`config.mk`:
```
export PLATFORM = sky130hd
export DESIGN_NAME = serial_frame_receiver_top_flat
export DESIGN_NICKNAME = d
export VERILOG_FILES = /design/src/rtl/sfr_pkg.sv /design/src/rtl/sfr_in_if.sv /design/src/rtl/sfr_out_if.sv /design/src/rtl/sfr_in_stage.sv /design/src/rtl/sfr_parser.sv /design/src/rtl/sfr_out_stage.sv /design/src/rtl/serial_frame_receiver_top.sv /design/src/flat_wrapper.sv
export SDC_FILE = /design/constraint.sdc
export NUM_CORES = 1
export LEC_CHECK = 0
export BUFFER_PORTS_ARGS = -buffer_cell sky130_fd_sc_hd__buf_2
export CORE_ASPECT_RATIO = 1.2
export CORE_MARGIN = 2
export CORE_UTILIZATION = 50
export DETAILED_ROUTE_END_ITERATION = 6
export GPL_ROUTABILITY_DRIVEN = 0
export PLACE_DENSITY = 0.77
export SLEW_MARGIN = 25
export SYNTH_ARGS = -nofsm -noshare
export SYNTH_HDL_FRONTEND = slang
export SYNTH_HIERARCHICAL = 1
export SYNTH_SLANG_ARGS = --single-unit
```
`constraint.sdc`:
```
create_clock -name clk_i -period 3.05 [get_ports clk_i]
set_input_delay 0.61 -clock clk_i [delete_from_list [all_inputs] [get_ports clk_i]]
set_output_delay 0.61 -clock clk_i [all_outputs]
set_load 0.02 [all_outputs]
```
`src/rtl/sfr_pkg.sv`:
```
// ----------------------------------------------------------------------------
// Serial frame receiver package
// Shared types, codes and constants for the serial frame receiver.
// ----------------------------------------------------------------------------
package sfr_pkg;

  // Command codes carried with each input transaction.
  localparam logic CMD_BYTE    = 1'b0;
  localparam logic CMD_TIMEOUT = 1'b1;

  // Configuration port layout.
  localparam int unsigned CfgIdxW  = 2;
  localparam int unsigned CfgDataW = 16;

  localparam logic [CfgIdxW-1:0] REG_MATCH_ID   = 2'd0;
  localparam logic [CfgIdxW-1:0] REG_START_BYTE = 2'd1;

  localparam logic [15:0] MATCH_ID_RESET   = 16'h0040;
  localparam logic [7:0]  START_BYTE_RESET = 8'hAA;

  // Smallest payload that carries buttons and both view bytes.
  localparam logic [3:0] MIN_LATCH_LEN = 4'd4;

  typedef enum logic [2:0] {
    ST_NONE      = 3'd0,
    ST_ACCEPTED  = 3'd1,
    ST_CHECK_ERR = 3'd2,
    ST_LEN_ERR   = 3'd3,
    ST_IGNORED   = 3'd4,
    ST_TIMEOUT   = 3'd5
  } status_e;

  typedef struct packed {
    logic       command;
    logic [7:0] rx_byte;
  } in_item_t;

  typedef struct packed {
    logic [15:0]        buttons;
    logic signed [7:0]  view_x;
    logic signed [7:0]  view_y;
    status_e            status;
  } out_item_t;

endpackage

```
`src/rtl/sfr_in_if.sv`:
```
// ----------------------------------------------------------------------------
// Serial frame receiver input channel
// Valid/ready channel that carries received bytes and timeout events.
// ----------------------------------------------------------------------------
interface sfr_in_if import sfr_pkg::*; ();
  logic     valid;
  logic     ready;
  in_item_t data;

  modport source (output valid, output data, input ready);
  modport sink (input valid, input data, output ready);
endinterface

```
`src/rtl/sfr_out_if.sv`:
```
// ----------------------------------------------------------------------------
// Serial frame receiver output channel
// Valid/ready channel that carries the latched values and a status.
// ----------------------------------------------------------------------------
interface sfr_out_if import sfr_pkg::*; ();
  logic      valid;
  logic      ready;
  out_item_t data;

  modport source (output valid, output data, input ready);
  modport sink (input valid, input data, output ready);
endinterface

```
`src/rtl/sfr_in_stage.sv`:
```
// ----------------------------------------------------------------------------
// Serial frame receiver input register
// Holds one accepted transaction until the parser consumes it.
// ----------------------------------------------------------------------------
module sfr_in_stage import sfr_pkg::*; (
  input  logic     clk_i,
  input  logic     rst_ni,
  sfr_in_if.sink   in_ch,
  input  logic     advance_i,
  output logic     valid_o,
  output in_item_t item_o
);

  logic     valid_q;
  in_item_t item_q;

  // A held item leaving this cycle frees the register for the next one.
  assign in_ch.ready = !valid_q || advance_i;
  assign valid_o     = valid_q;
  assign item_o      = item_q;

  always_ff @(posedge clk_i or negedge rst_ni) begin
    if (!rst_ni) begin
      valid_q <= 1'b0;
    end else if (in_ch.ready) begin
      valid_q <= in_ch.valid;
    end
  end

  always_ff @(posedge clk_i) begin
    if (in_ch.valid && in_ch.ready) begin
      item_q <= in_ch.data;
    end
  end

endmodule

```
`src/rtl/sfr_parser.sv`:
```
// ----------------------------------------------------------------------------
// Serial frame receiver parser
// Frame state machine, XOR check, latched outputs and configuration registers.
// ----------------------------------------------------------------------------
module sfr_parser import sfr_pkg::*; #(
  parameter int unsigned MAX_PAYLOAD = 8
) (
  input  logic                clk_i,
  input  logic                rst_ni,
  input  logic                step_i,
  input  in_item_t            item_i,
  input  logic                cfg_we_i,
  input  logic [CfgIdxW-1:0]  cfg_idx_i,
  input  logic [CfgDataW-1:0] cfg_data_i,
  output out_item_t           result_o
);

  typedef enum logic [2:0] {
    PH_HUNT    = 3'd0,
    PH_ID_LO   = 3'd1,
    PH_ID_HI   = 3'd2,
    PH_LEN     = 3'd3,
    PH_PAYLOAD = 3'd4,
    PH_SEQ     = 3'd5,
    PH_CHECK   = 3'd6
  } phase_e;

  localparam logic [7:0] MaxLen = 8'(MAX_PAYLOAD);

  phase_e          phase_q, phase_d;
  logic [3:0]      count_q, count_d;
  logic [3:0]      len_q, len_d;
  logic [15:0]     id_q, id_d;
  logic [7:0]      check_q, check_d;
  logic [3:0][7:0] head_q, head_d;
  logic [15:0]     buttons_q, buttons_d;
  logic [7:0]      view_x_q, view_x_d;
  logic [7:0]      view_y_q, view_y_d;
  logic [15:0]     match_id_q;
  logic [7:0]      start_byte_q;

  status_e         status;
  logic [7:0]      rx;
  logic [3:0]      count_inc;

  assign rx        = item_i.rx_byte;
  assign count_inc = count_q + 4'd1;

  always_comb begin
    phase_d   = phase_q;
    count_d   = count_q;
    len_d     = len_q;
    id_d      = id_q;
    check_d   = check_q;
    head_d    = head_q;
    buttons_d = buttons_q;
    view_x_d  = view_x_q;
    view_y_d  = view_y_q;
    status    = ST_NONE;

    if (item_i.command == CMD_TIMEOUT) begin
      if (phase_q != PH_HUNT) begin
        phase_d = PH_HUNT;
        status  = ST_TIMEOUT;
      end
    end else begin
      case (phase_q)
        PH_HUNT: begin
          if (rx == start_byte_q) begin
            phase_d = PH_ID_LO;
            check_d = 8'h00;
            count_d = 4'd0;
            len_d   = 4'd0;
            id_d    = 16'h0000;
            head_d  = '0;
          end
        end
        PH_ID_LO: begin
          id_d    = {8'h00, rx};
          check_d = rx;
          phase_d = PH_ID_HI;
        end
        PH_ID_HI: begin
          id_d    = {rx, id_q[7:0]};
          check_d = check_q ^ rx;
          phase_d = PH_LEN;
        end
        PH_LEN: begin
          if (rx > MaxLen) begin
            phase_d = PH_HUNT;
            status  = ST_LEN_ERR;
          end else begin
            len_d   = rx[3:0];
            check_d = check_q ^ rx;
            count_d = 4'd0;
            phase_d = (rx[3:0] == 4'd0) ? PH_SEQ : PH_PAYLOAD;
          end
        end
        PH_PAYLOAD: begin
          // Only the first four payload bytes are kept.
          if (count_q[3:2] == 2'b00) begin
            head_d[count_q[1:0]] = rx;
          end
          check_d = check_q ^ rx;
          count_d = count_inc;
          if (count_inc >= len_q) begin
            phase_d = PH_SEQ;
          end
        end
        PH_SEQ: begin
          check_d = check_q ^ rx;
          phase_d = PH_CHECK;
        end
        PH_CHECK: begin
          phase_d = PH_HUNT;
          if (rx != check_q) begin
            status = ST_CHECK_ERR;
          end else if (id_q == match_id_q && len_q >= MIN_LATCH_LEN) begin
            buttons_d = {head_q[1], head_q[0]};
            view_x_d  = head_q[2];
            view_y_d  = head_q[3];
            status    = ST_ACCEPTED;
          end else begin
            status = ST_IGNORED;
          end
        end
        default: begin
          phase_d = PH_HUNT;
        end
      endcase
    end
  end

  assign result_o.buttons = buttons_d;
  assign result_o.view_x  = $signed(view_x_d);
  assign result_o.view_y  = $signed(view_y_d);
  assign result_o.status  = status;

  always_ff @(posedge clk_i or negedge rst_ni) begin
    if (!rst_ni) begin
      phase_q   <= PH_HUNT;
      count_q   <= 4'd0;
      len_q     <= 4'd0;
      id_q      <= 16'h0000;
      check_q   <= 8'h00;
      head_q    <= '0;
      buttons_q <= 16'h0000;
      view_x_q  <= 8'h00;
      view_y_q  <= 8'h00;
    end else if (step_i) begin
      phase_q   <= phase_d;
      count_q   <= count_d;
      len_q     <= len_d;
      id_q      <= id_d;
      check_q   <= check_d;
      head_q    <= head_d;
      buttons_q <= buttons_d;
      view_x_q  <= view_x_d;
      view_y_q  <= view_y_d;
    end
  end

  // Writes to an index outside the register list fall through unused.
  always_ff @(posedge clk_i or negedge rst_ni) begin
    if (!rst_ni) begin
      match_id_q   <= MATCH_ID_RESET;
      start_byte_q <= START_BYTE_RESET;
    end else if (cfg_we_i) begin
      case (cfg_idx_i)
        REG_MATCH_ID:   match_id_q   <= cfg_data_i;
        REG_START_BYTE: start_byte_q <= cfg_data_i[7:0];
        default: begin
        end
      endcase
    end
  end

endmodule

```
`src/rtl/sfr_out_stage.sv`:
```
// ----------------------------------------------------------------------------
// Serial frame receiver result register
// Holds one result until the downstream side takes it.
// ----------------------------------------------------------------------------
module sfr_out_stage import sfr_pkg::*; (
  input  logic      clk_i,
  input  logic      rst_ni,
  input  logic      load_i,
  input  out_item_t result_i,
  output logic      free_o,
  sfr_out_if.source out_ch
);

  logic      valid_q;
  out_item_t data_q;

  assign free_o       = !valid_q || out_ch.ready;
  assign out_ch.valid = valid_q;
  assign out_ch.data  = data_q;

  always_ff @(posedge clk_i or negedge rst_ni) begin
    if (!rst_ni) begin
      valid_q <= 1'b0;
    end else if (load_i) begin
      valid_q <= 1'b1;
    end else if (out_ch.ready) begin
      valid_q <= 1'b0;
    end
  end

  always_ff @(posedge clk_i) begin
    if (load_i) begin
      data_q <= result_i;
    end
  end

endmodule

```
`src/rtl/serial_frame_receiver_top.sv`:
```
// ----------------------------------------------------------------------------
// Serial frame receiver
// Parses start-byte framed messages with an XOR check byte and latches
// button and view values from configured-id frames with 4+ payload bytes.
// ----------------------------------------------------------------------------
// Usage:
// Each input transaction on in_ch is either a received byte or a receive
// timeout. Each one yields exactly one result transaction on out_ch with
// the latched buttons, both view bytes and a status code.
// The item is registered on entry, parsed by the frame state machine and
// written into the result register once that register is free.
// Throughput is one transaction per cycle while out_ch is not stalled;
// the frame state update is a combinational step between the input and
// result registers.
// When out_ch stalls, the result register holds and the input register
// stays ready until it is itself holding an item, so in_ch.ready drops
// only while a stall backs up both registers.
// Reset clears both registers, returns the parser to start-byte hunting,
// zeros the latched values and restores match_id and start_byte.
// Configuration writes through cfg_we_i take effect on the next cycle
// and are meant for times when no transaction is in flight.
// ----------------------------------------------------------------------------
module serial_frame_receiver_top import sfr_pkg::*; #(
  parameter int unsigned MAX_PAYLOAD = 8
) (
  input  logic                clk_i,
  input  logic                rst_ni,
  sfr_in_if.sink              in_ch,
  sfr_out_if.source           out_ch,
  input  logic                cfg_we_i,
  input  logic [CfgIdxW-1:0]  cfg_idx_i,
  input  logic [CfgDataW-1:0] cfg_data_i
);

  logic      in_valid;
  in_item_t  in_item;
  logic      out_free;
  logic      advance;
  out_item_t result;

  assign advance = in_valid && out_free;

  sfr_in_stage u_in_stage (
    .clk_i     (clk_i),
    .rst_ni    (rst_ni),
    .in_ch     (in_ch),
    .advance_i (advance),
    .valid_o   (in_valid),
    .item_o    (in_item)
  );

  sfr_parser #(
    .MAX_PAYLOAD (MAX_PAYLOAD)
  ) u_parser (
    .clk_i      (clk_i),
    .rst_ni     (rst_ni),
    .step_i     (advance),
    .item_i     (in_item),
    .cfg_we_i   (cfg_we_i),
    .cfg_idx_i  (cfg_idx_i),
    .cfg_data_i (cfg_data_i),
    .result_o   (result)
  );

  sfr_out_stage u_out_stage (
    .clk_i    (clk_i),
    .rst_ni   (rst_ni),
    .load_i   (advance),
    .result_i (result),
    .free_o   (out_free),
    .out_ch   (out_ch)
  );

endmodule

```
`src/flat_wrapper.sv`:
```
// flat-port wrapper written by rule: the top's interface ports become plain ports
module serial_frame_receiver_top_flat import sfr_pkg::*;
#(
  parameter int unsigned MAX_PAYLOAD = 8
)
  (clk_i, rst_ni, cfg_we_i, cfg_idx_i, cfg_data_i, in_ch_valid, in_ch_data, in_ch_ready, out_ch_valid, out_ch_data, out_ch_ready);
  sfr_in_if in_ch_i ();
  sfr_out_if out_ch_i ();
  input  logic clk_i;
  input  logic rst_ni;
  input  logic cfg_we_i;
  input  logic [CfgIdxW-1:0] cfg_idx_i;
  input  logic [CfgDataW-1:0] cfg_data_i;
  input wire logic [$bits(in_ch_i.valid)-1:0] in_ch_valid;
  input wire logic [$bits(in_ch_i.data)-1:0] in_ch_data;
  output wire logic [$bits(in_ch_i.ready)-1:0] in_ch_ready;
  output wire logic [$bits(out_ch_i.valid)-1:0] out_ch_valid;
  output wire logic [$bits(out_ch_i.data)-1:0] out_ch_data;
  input wire logic [$bits(out_ch_i.ready)-1:0] out_ch_ready;
  assign in_ch_i.valid = in_ch_valid;
  assign in_ch_i.data = in_ch_data;
  assign in_ch_ready = in_ch_i.ready;
  assign out_ch_valid = out_ch_i.valid;
  assign out_ch_data = out_ch_i.data;
  assign out_ch_i.ready = out_ch_ready;
  serial_frame_receiver_top #(.MAX_PAYLOAD(MAX_PAYLOAD)) u_core (.clk_i(clk_i), .rst_ni(rst_ni), .in_ch(in_ch_i), .out_ch(out_ch_i), .cfg_we_i(cfg_we_i), .cfg_idx_i(cfg_idx_i), .cfg_data_i(cfg_data_i));
endmodule
```
Word-level counts from Yosys, hierarchy flattened
Cells that the tools add are included.
- flip-flop bits (word level): 169
- bits of input ports: 32
- output and inout port bits: 37
- word-level logic and storage cells: 121
- $add $sub $neg: 1
- magnitude comparators: 5
- equality and inequality tests: 16
- multiplexer cells: 43
- bitwise operators: 3
- reductions and logical operators: 30
- operator list (operator ; count):
    two-way mux 8 bit ; 11
    two-way mux 16 bit ; 5
    two-way mux 32 bit ; 2
    one-hot mux 32 bit (2 select lines) ; 1
    one-hot mux 16 bit (3 select lines) ; 1
    bitwise mux 32 bit ; 1
    one-hot mux 8 bit (4 select lines) ; 1
    two-way mux 3 bit ; 9
    AND reduction 5 bit ; 5
    one-hot mux 3 bit (6 select lines) ; 1
    demux 8 bit (select 2 bit) ; 1
    equality test 16 bit ; 1
    two-way mux 4 bit ; 3
    one-hot mux 4 bit (3 select lines) ; 1
    equality test 3 bit (second input constant) ; 3
    nonzero test 3 bit ; 3
    equality test 8 bit ; 1
    greater-than comparator 8 x 4 -> 1 bit (second input constant) ; 1
    != test 2 bit (second input constant) ; 4
    != test 8 bit ; 1
    one-hot mux 4 bit (2 select lines) ; 1
    AND reduction 4 bit ; 2
    nonzero test 2 bit ; 4
    XOR 8 bit ; 1
    22 further kinds ; 34

Depth between registers and ports, before layout
- depth after elaboration: 7
- depth in mapped cells: 8
- depth with buffers taken out: 8

Modules after synthesis
Netlist, hierarchy kept.
- modules (own cells, without submodules) (module ; times used ; cells an instance ; area each (µm²) ; sequential area each (µm²)):
    sfr_parser ; 1 ; 508 ; 6052.1 ; 3084.2
    sfr_out_stage ; 1 ; 38 ; 1098.6 ; 1076.0
    sfr_in_stage ; 1 ; 13 ; 324.1 ; 295.3
    serial_frame_receiver_top ; 1 ; 1 ; 6.3 ; 0.0

Worst setup path before layout
OpenSTA, ideal clock, no wires.
- path type: input-to-reg
- start: input out_ch_ready
- end: register u_core/u_parser/head_q[0] in the netlist's numbering
- library setup time: 0.121 ns
- arrival time: 2.890 ns
- data required time: 2.929 ns
- setup slack: 0.039 ns
- stages: 6
- buffers on the path: 1
- path through: nand2b_4 -> and2_1 -> nand2b_1 -> or4_1 -> clkbuf_1 -> a22o_1
- longest elaborated chain between the ends: 3
- ends and longest elaborated chain (what ; line ; RTL):
    start: declaration ; flat_wrapper.sv:19 ; input wire logic [$bits(out_ch_i.ready)-1:0] out_ch_ready;
    logical OR 1 bit ; sfr_out_stage.sv:17 ; assign free_o = !valid_q || out_ch.ready;
    logical AND 1 bit ; serial_frame_receiver_top.sv:41 ; assign advance = in_valid && out_free;
    named net u_core.advance ; serial_frame_receiver_top.sv:38 ; logic advance;
    AND reduction 5 bit (no line) ; -- ;
    end signal: assignment ; sfr_parser.sv:146 ; head_q <= '0;
    end signal: assignment ; sfr_parser.sv:156 ; head_q <= head_d;
    end: declaration ; sfr_parser.sv:35 ; logic [3:0][7:0] head_q, head_d;
The timed path passes the listed nets, and every way through them passes these cells.
A chain may end at the register's enable or synchronous reset.

Worst setup path after layout
- start: register u_core.u_in_stage.item_q, in the netlist u_core/u_in_stage/item_o[4]
- end: register u_core.u_parser.check_q[3]
- longest elaborated chain between the ends: 3
- elaborated cells between the ends (all ways): 5
- classes of those cells: order compare (1); eq/ne (3); reduce/logical (1)
- ends and longest elaborated chain (what ; line ; RTL):
    start: declaration ; sfr_in_stage.sv:15 ; in_item_t item_q;
    start signal: assignment ; sfr_in_stage.sv:32 ; item_q <= in_ch.data;
    greater-than comparator 8 x 4 -> 1 bit / equality test 8 bit (equally long branches) ; sfr_parser.sv:89, sfr_parser.sv:69 ;
    != test 2 bit (no line) ; -- ;
    AND reduction 5 bit (no line) * ; -- ;
    end signal: assignment ; sfr_parser.sv:155 ; check_q <= check_d;
    end: declaration ; sfr_parser.sv:34 ; logic [7:0] check_q, check_d;
Every way passes the cells marked *; elsewhere a longest branch is shown, timed or not.

==> impl_metrics.py <==
metrics = {
    "global_route": {
        "antenna_found_initial": 0,
        "via_count_of_the_first_global_routing_pass": 4991,
        "grt-ovfl-total": 0,
        "grt_start_max_net_pins": 61,
        "grt_pass1_wl_um": 25470,
        "global_route.usage.total_pct": 21.11,
    },
    "clock_tree": {
        "total_number_of_h_tree_levels": 4,
        "ctsHoldBuffers": 0,
        "cts_made_buffers": 17,
        "cts_num_sinks": 169,
        "clk_transition_reported_paths_ns": 0.06,
        "clock_tree.root_cell": "sky130_fd_sc_hd__clkbuf_16",
        "clockBufferDepth": 2,
        "cts_post_setup_buffers_inserted": 0,
        "cts_tree": "yes",
        "worst_skew_pair.late_latency_ns": 0.43,
        "post_cts_resize_count": 0,
    },
    "worst_setup_path": {
        "timing.critical_path.required_ns": 3.38,
        "crit_path_end_kind": "flop",
        "arrival_time_at_the_worst_endpoint_ns": 3.05,
        "setup.worst_path.start_class": "flop",
        "timing.critical_path.fanout_max": 11,
        "crit_type": "flop to flop",
    },
    "sta": {
        "final_period_minus_worst_setup_slack_ns": 2.712,
        "max_slew_headroom_at_the_worst_pin_pct": 41.49,
        "rsz_0062_raised_after_global_routing": "no",
        "clock-skew-final_ns": 0.007722,
        "worst_max_slew_pin_slew_ns": 0.8776,
        "fin_tns_setup_ns": 0,
        "final_max_slew_viol_count": 0,
        "setup_violations": 0,
        "clock.fmax_ghz": 0.3687,
        "final_hold_violation_count": 0,
        "finalCritPeriodShare_pct": 88.91,
    },
    "synth": {
        "netlist-cell-type-count": 43,
        "number_of_enable_flip_flop_cells_after_synthesis": 44,
        "postSynthNetCount": 603,
        "dominantRegCellSynth": "sky130_fd_sc_hd__dfrtp_1",
        "syn_area_um2": 7481,
        "synth.yosys.warnings": 6,
        "fraction_of_registers_with_async_set_or_reset_after_synthesis_pct": 73.96,
        "synth_cells": 560,
        "synth.yosys.seq_area_share_pct": 59.56,
        "postSynthRegisterBits": 169,
        "avgSynthCellArea_um2": 13.36,
    },
    "finish": {
        "insertedDiodeCount": 0,
        "mostFrequentLayoutCells": "120 x sky130_fd_sc_hd__dfrtp_1, 92 x sky130_fd_sc_hd__mux2_2, 67 x sky130_fd_sc_hd__buf_2, 44 x sky130_fd_sc_hd__edfxtp_1, 44 x sky130_fd_sc_hd__a22o_1",
        "finalNetCount": 676,
        "layout-area-overhead-vs-synth_pct": 16.19,
        "drive_above_1_share_pct": 34.52,
        "final_cell_count_no_fill": 846,
        "most_frequent_standard_cell_in_the_layout_excluding_fill_and_tap_cells": "sky130_fd_sc_hd__dfrtp_1",
        "final_std_cell_area_no_fill_um2": 8692,
    },
    "floorplan": {
        "fp.dieW_um": 115.7,
        "dieHeight_um": 138.0,
        "core_area_um2": 14530,
        "initial_utilization_pct": 51.47,
        "die_area_um2": 15960,
        "num_io_pins": 69,
        "placement_rows": 48,
    },
    "pwr": {
        "power.density_cell_area_nw_per_um2": 778.7,
        "leakagePower_nw": 3.912,
        "max-vdd-ir-drop_v": 0.0004529,
    },
    "routing": {
        "ant_nets": 0,
        "drc": 0,
        "routedWlPerCell_um": 18.71,
        "route.vias.total": 4941,
        "drt_pass1_iterations": 6,
        "drtIter0Drc": 418,
        "wl_um": 15830,
        "route.detailed.vias_per_inst": 5.840,
    },
    "placed_design": {
        "dp.cells": 814,
        "port-buffer-count": 68,
        "place.detailed.hpwl_um": 10710,
        "instance_area_after_placement_um2": 8090,
    },
    "run": {
        "drv_cap": 0,
    },
    "run_status": {
        "status": "completed",
    },
    "worst_hold_path": {
        "worst_hold_path_type": "primary input to async pin",
    },
}
[cell type report]
| cell class | count | area, um2 |
|---|---|---|
| Timing Repair Buffer | 87 | 510.5 |
| Tap cell | 200 | 250.2 |
| Clock buffer | 18 | 429.2 |
| Multi-Input combinational cell | 341 | 2810 |
| Clock inverter | 14 | 172.7 |
| Inverter | 17 | 63.81 |
| Sequential cell | 169 | 4456 |
| Fill cell | 1158 | 5842 |
[per-layer routing]
metal	vias up	share of wire, %	track usage, %
li1	2197	-	-
met1	2492	43	27.03
met2	208	48	34.89
met3	44	5.7	4.327
met4	0	2.9	9.325
met5	-	0	0
[critical path: stages (launching register included)]
cell and delay [ns]:
sky130_fd_sc_hd__edfxtp_1 0.51, sky130_fd_sc_hd__buf_4 0.22, sky130_fd_sc_hd__nor4_1 0.47, sky130_fd_sc_hd__a21oi_1 0.39, sky130_fd_sc_hd__or4_1 0.76, sky130_fd_sc_hd__o21ai_1 0.25
[cells in the mapped netlist, types with 4 or more instances]
library cell,number,area share [%]
sky130_fd_sc_hd__dfrtp_1,120,40
sky130_fd_sc_hd__mux2_2,92,14
sky130_fd_sc_hd__a22o_1,44,5.2
sky130_fd_sc_hd__edfxtp_1,44,18
sky130_fd_sc_hd__o21ai_0,34,2.3
sky130_fd_sc_hd__clkbuf_1,25,1.3
sky130_fd_sc_hd__nand2_1,25,1.3
sky130_fd_sc_hd__nor2_1,18,0.90
sky130_fd_sc_hd__inv_1,17,0.85
sky130_fd_sc_hd__xnor2_1,17,2.0
sky130_fd_sc_hd__xor2_1,16,1.9
sky130_fd_sc_hd__ha_1,11,1.8
sky130_fd_sc_hd__mux2i_1,10,1.3
sky130_fd_sc_hd__nor3_1,9,0.60
sky130_fd_sc_hd__o41ai_1,9,1.1
sky130_fd_sc_hd__nor4_1,7,0.59
sky130_fd_sc_hd__nand3_1,6,0.40
sky130_fd_sc_hd__dfstp_2,5,1.8
sky130_fd_sc_hd__nor2b_1,5,0.42
sky130_fd_sc_hd__or4_1,5,0.50
sky130_fd_sc_hd__a21oi_1,4,0.27
sky130_fd_sc_hd__buf_6,4,0.60
sky130_fd_sc_hd__nand2b_1,4,0.33
[kinds of logic after synthesis]
kind of cell / Yosys count / share of synthesized area [%]
compound gates: 96 / 9.232
buf+inv: 50 / 2.960
mux: 102 / 15.19
simple gates: 99 / 7.359
flops: 169 / 59.56
xor+xnor: 33 / 3.863
fa+ha+maj: 11 / 1.840
[through the flow]
stage / setup WS (ns) / hold slack, ns / total power, mW / utilization (%)
floorplan: 0.03890 / 0.3144 / 4.131 / -
global placement: 0.4763 / 0.4828 / 4.503 / 55.66
detailed placement: 0.3702 / 0.4873 / 4.587 / 55.66
CTS: 0.3400 / 0.3014 / 6.779 / 59.81
global route: 0.1944 / 0.3283 / 7.124 / 59.81
finish: 0.3381 / 0.2690 / 6.768 / 59.81
[state kept, by name (all words and copies together), names as in the netlist]
| register | count |
|---|---|
| u_core/u_parser/id_q | 16 |
| u_core/u_parser/buttons_q | 16 |
| u_core/u_parser/start_byte_q | 8 |
| u_core/u_parser/view_y_q | 8 |
| u_core/u_parser/phase_q | 3 |
| u_core/u_parser/len_q | 4 |
| u_core/u_in_stage/valid_o | 1 |
| u_core/u_in_stage/item_o | 9 |
| u_core/u_parser/match_id_q | 16 |
| u_core/u_parser/head_q | 32 |
| u_core/u_out_stage/out_ch.valid | 1 |
| u_core/u_parser/count_q | 4 |
| u_core/u_parser/check_q | 8 |
| u_core/u_parser/view_x_q | 8 |
| u_core/u_out_stage/out_ch.data | 35 |
[power breakdown]
group / internal, mW / switching (mW)
combinational: 0.600 / 0.907
clock: 1.29 / 0.884
sequential: 2.73 / 0.354
[final timing paths]
check                      slack (ns)                               to                           from  cells after the start
max                              0.34       u_core/u_parser/check_q[3]    u_core/u_in_stage/item_o[4]                      5
min                              0.27      u_core/u_parser/view_y_q[1]                         rst_ni                      1
max reg2reg                      0.34       u_core/u_parser/check_q[3]    u_core/u_in_stage/item_o[4]                      5
min reg2reg                      0.50    u_core/u_parser/buttons_q[11]  u_core/u_parser/buttons_q[11]                      1
max in group asynchronous        1.94  u_core/u_parser/start_byte_q[5]                         rst_ni                      2
min in group clk_i               0.35      u_core/u_in_stage/item_o[6]                  in_ch_data[6]                      1
No activity file was read; power rests on OpenSTA's default activity.
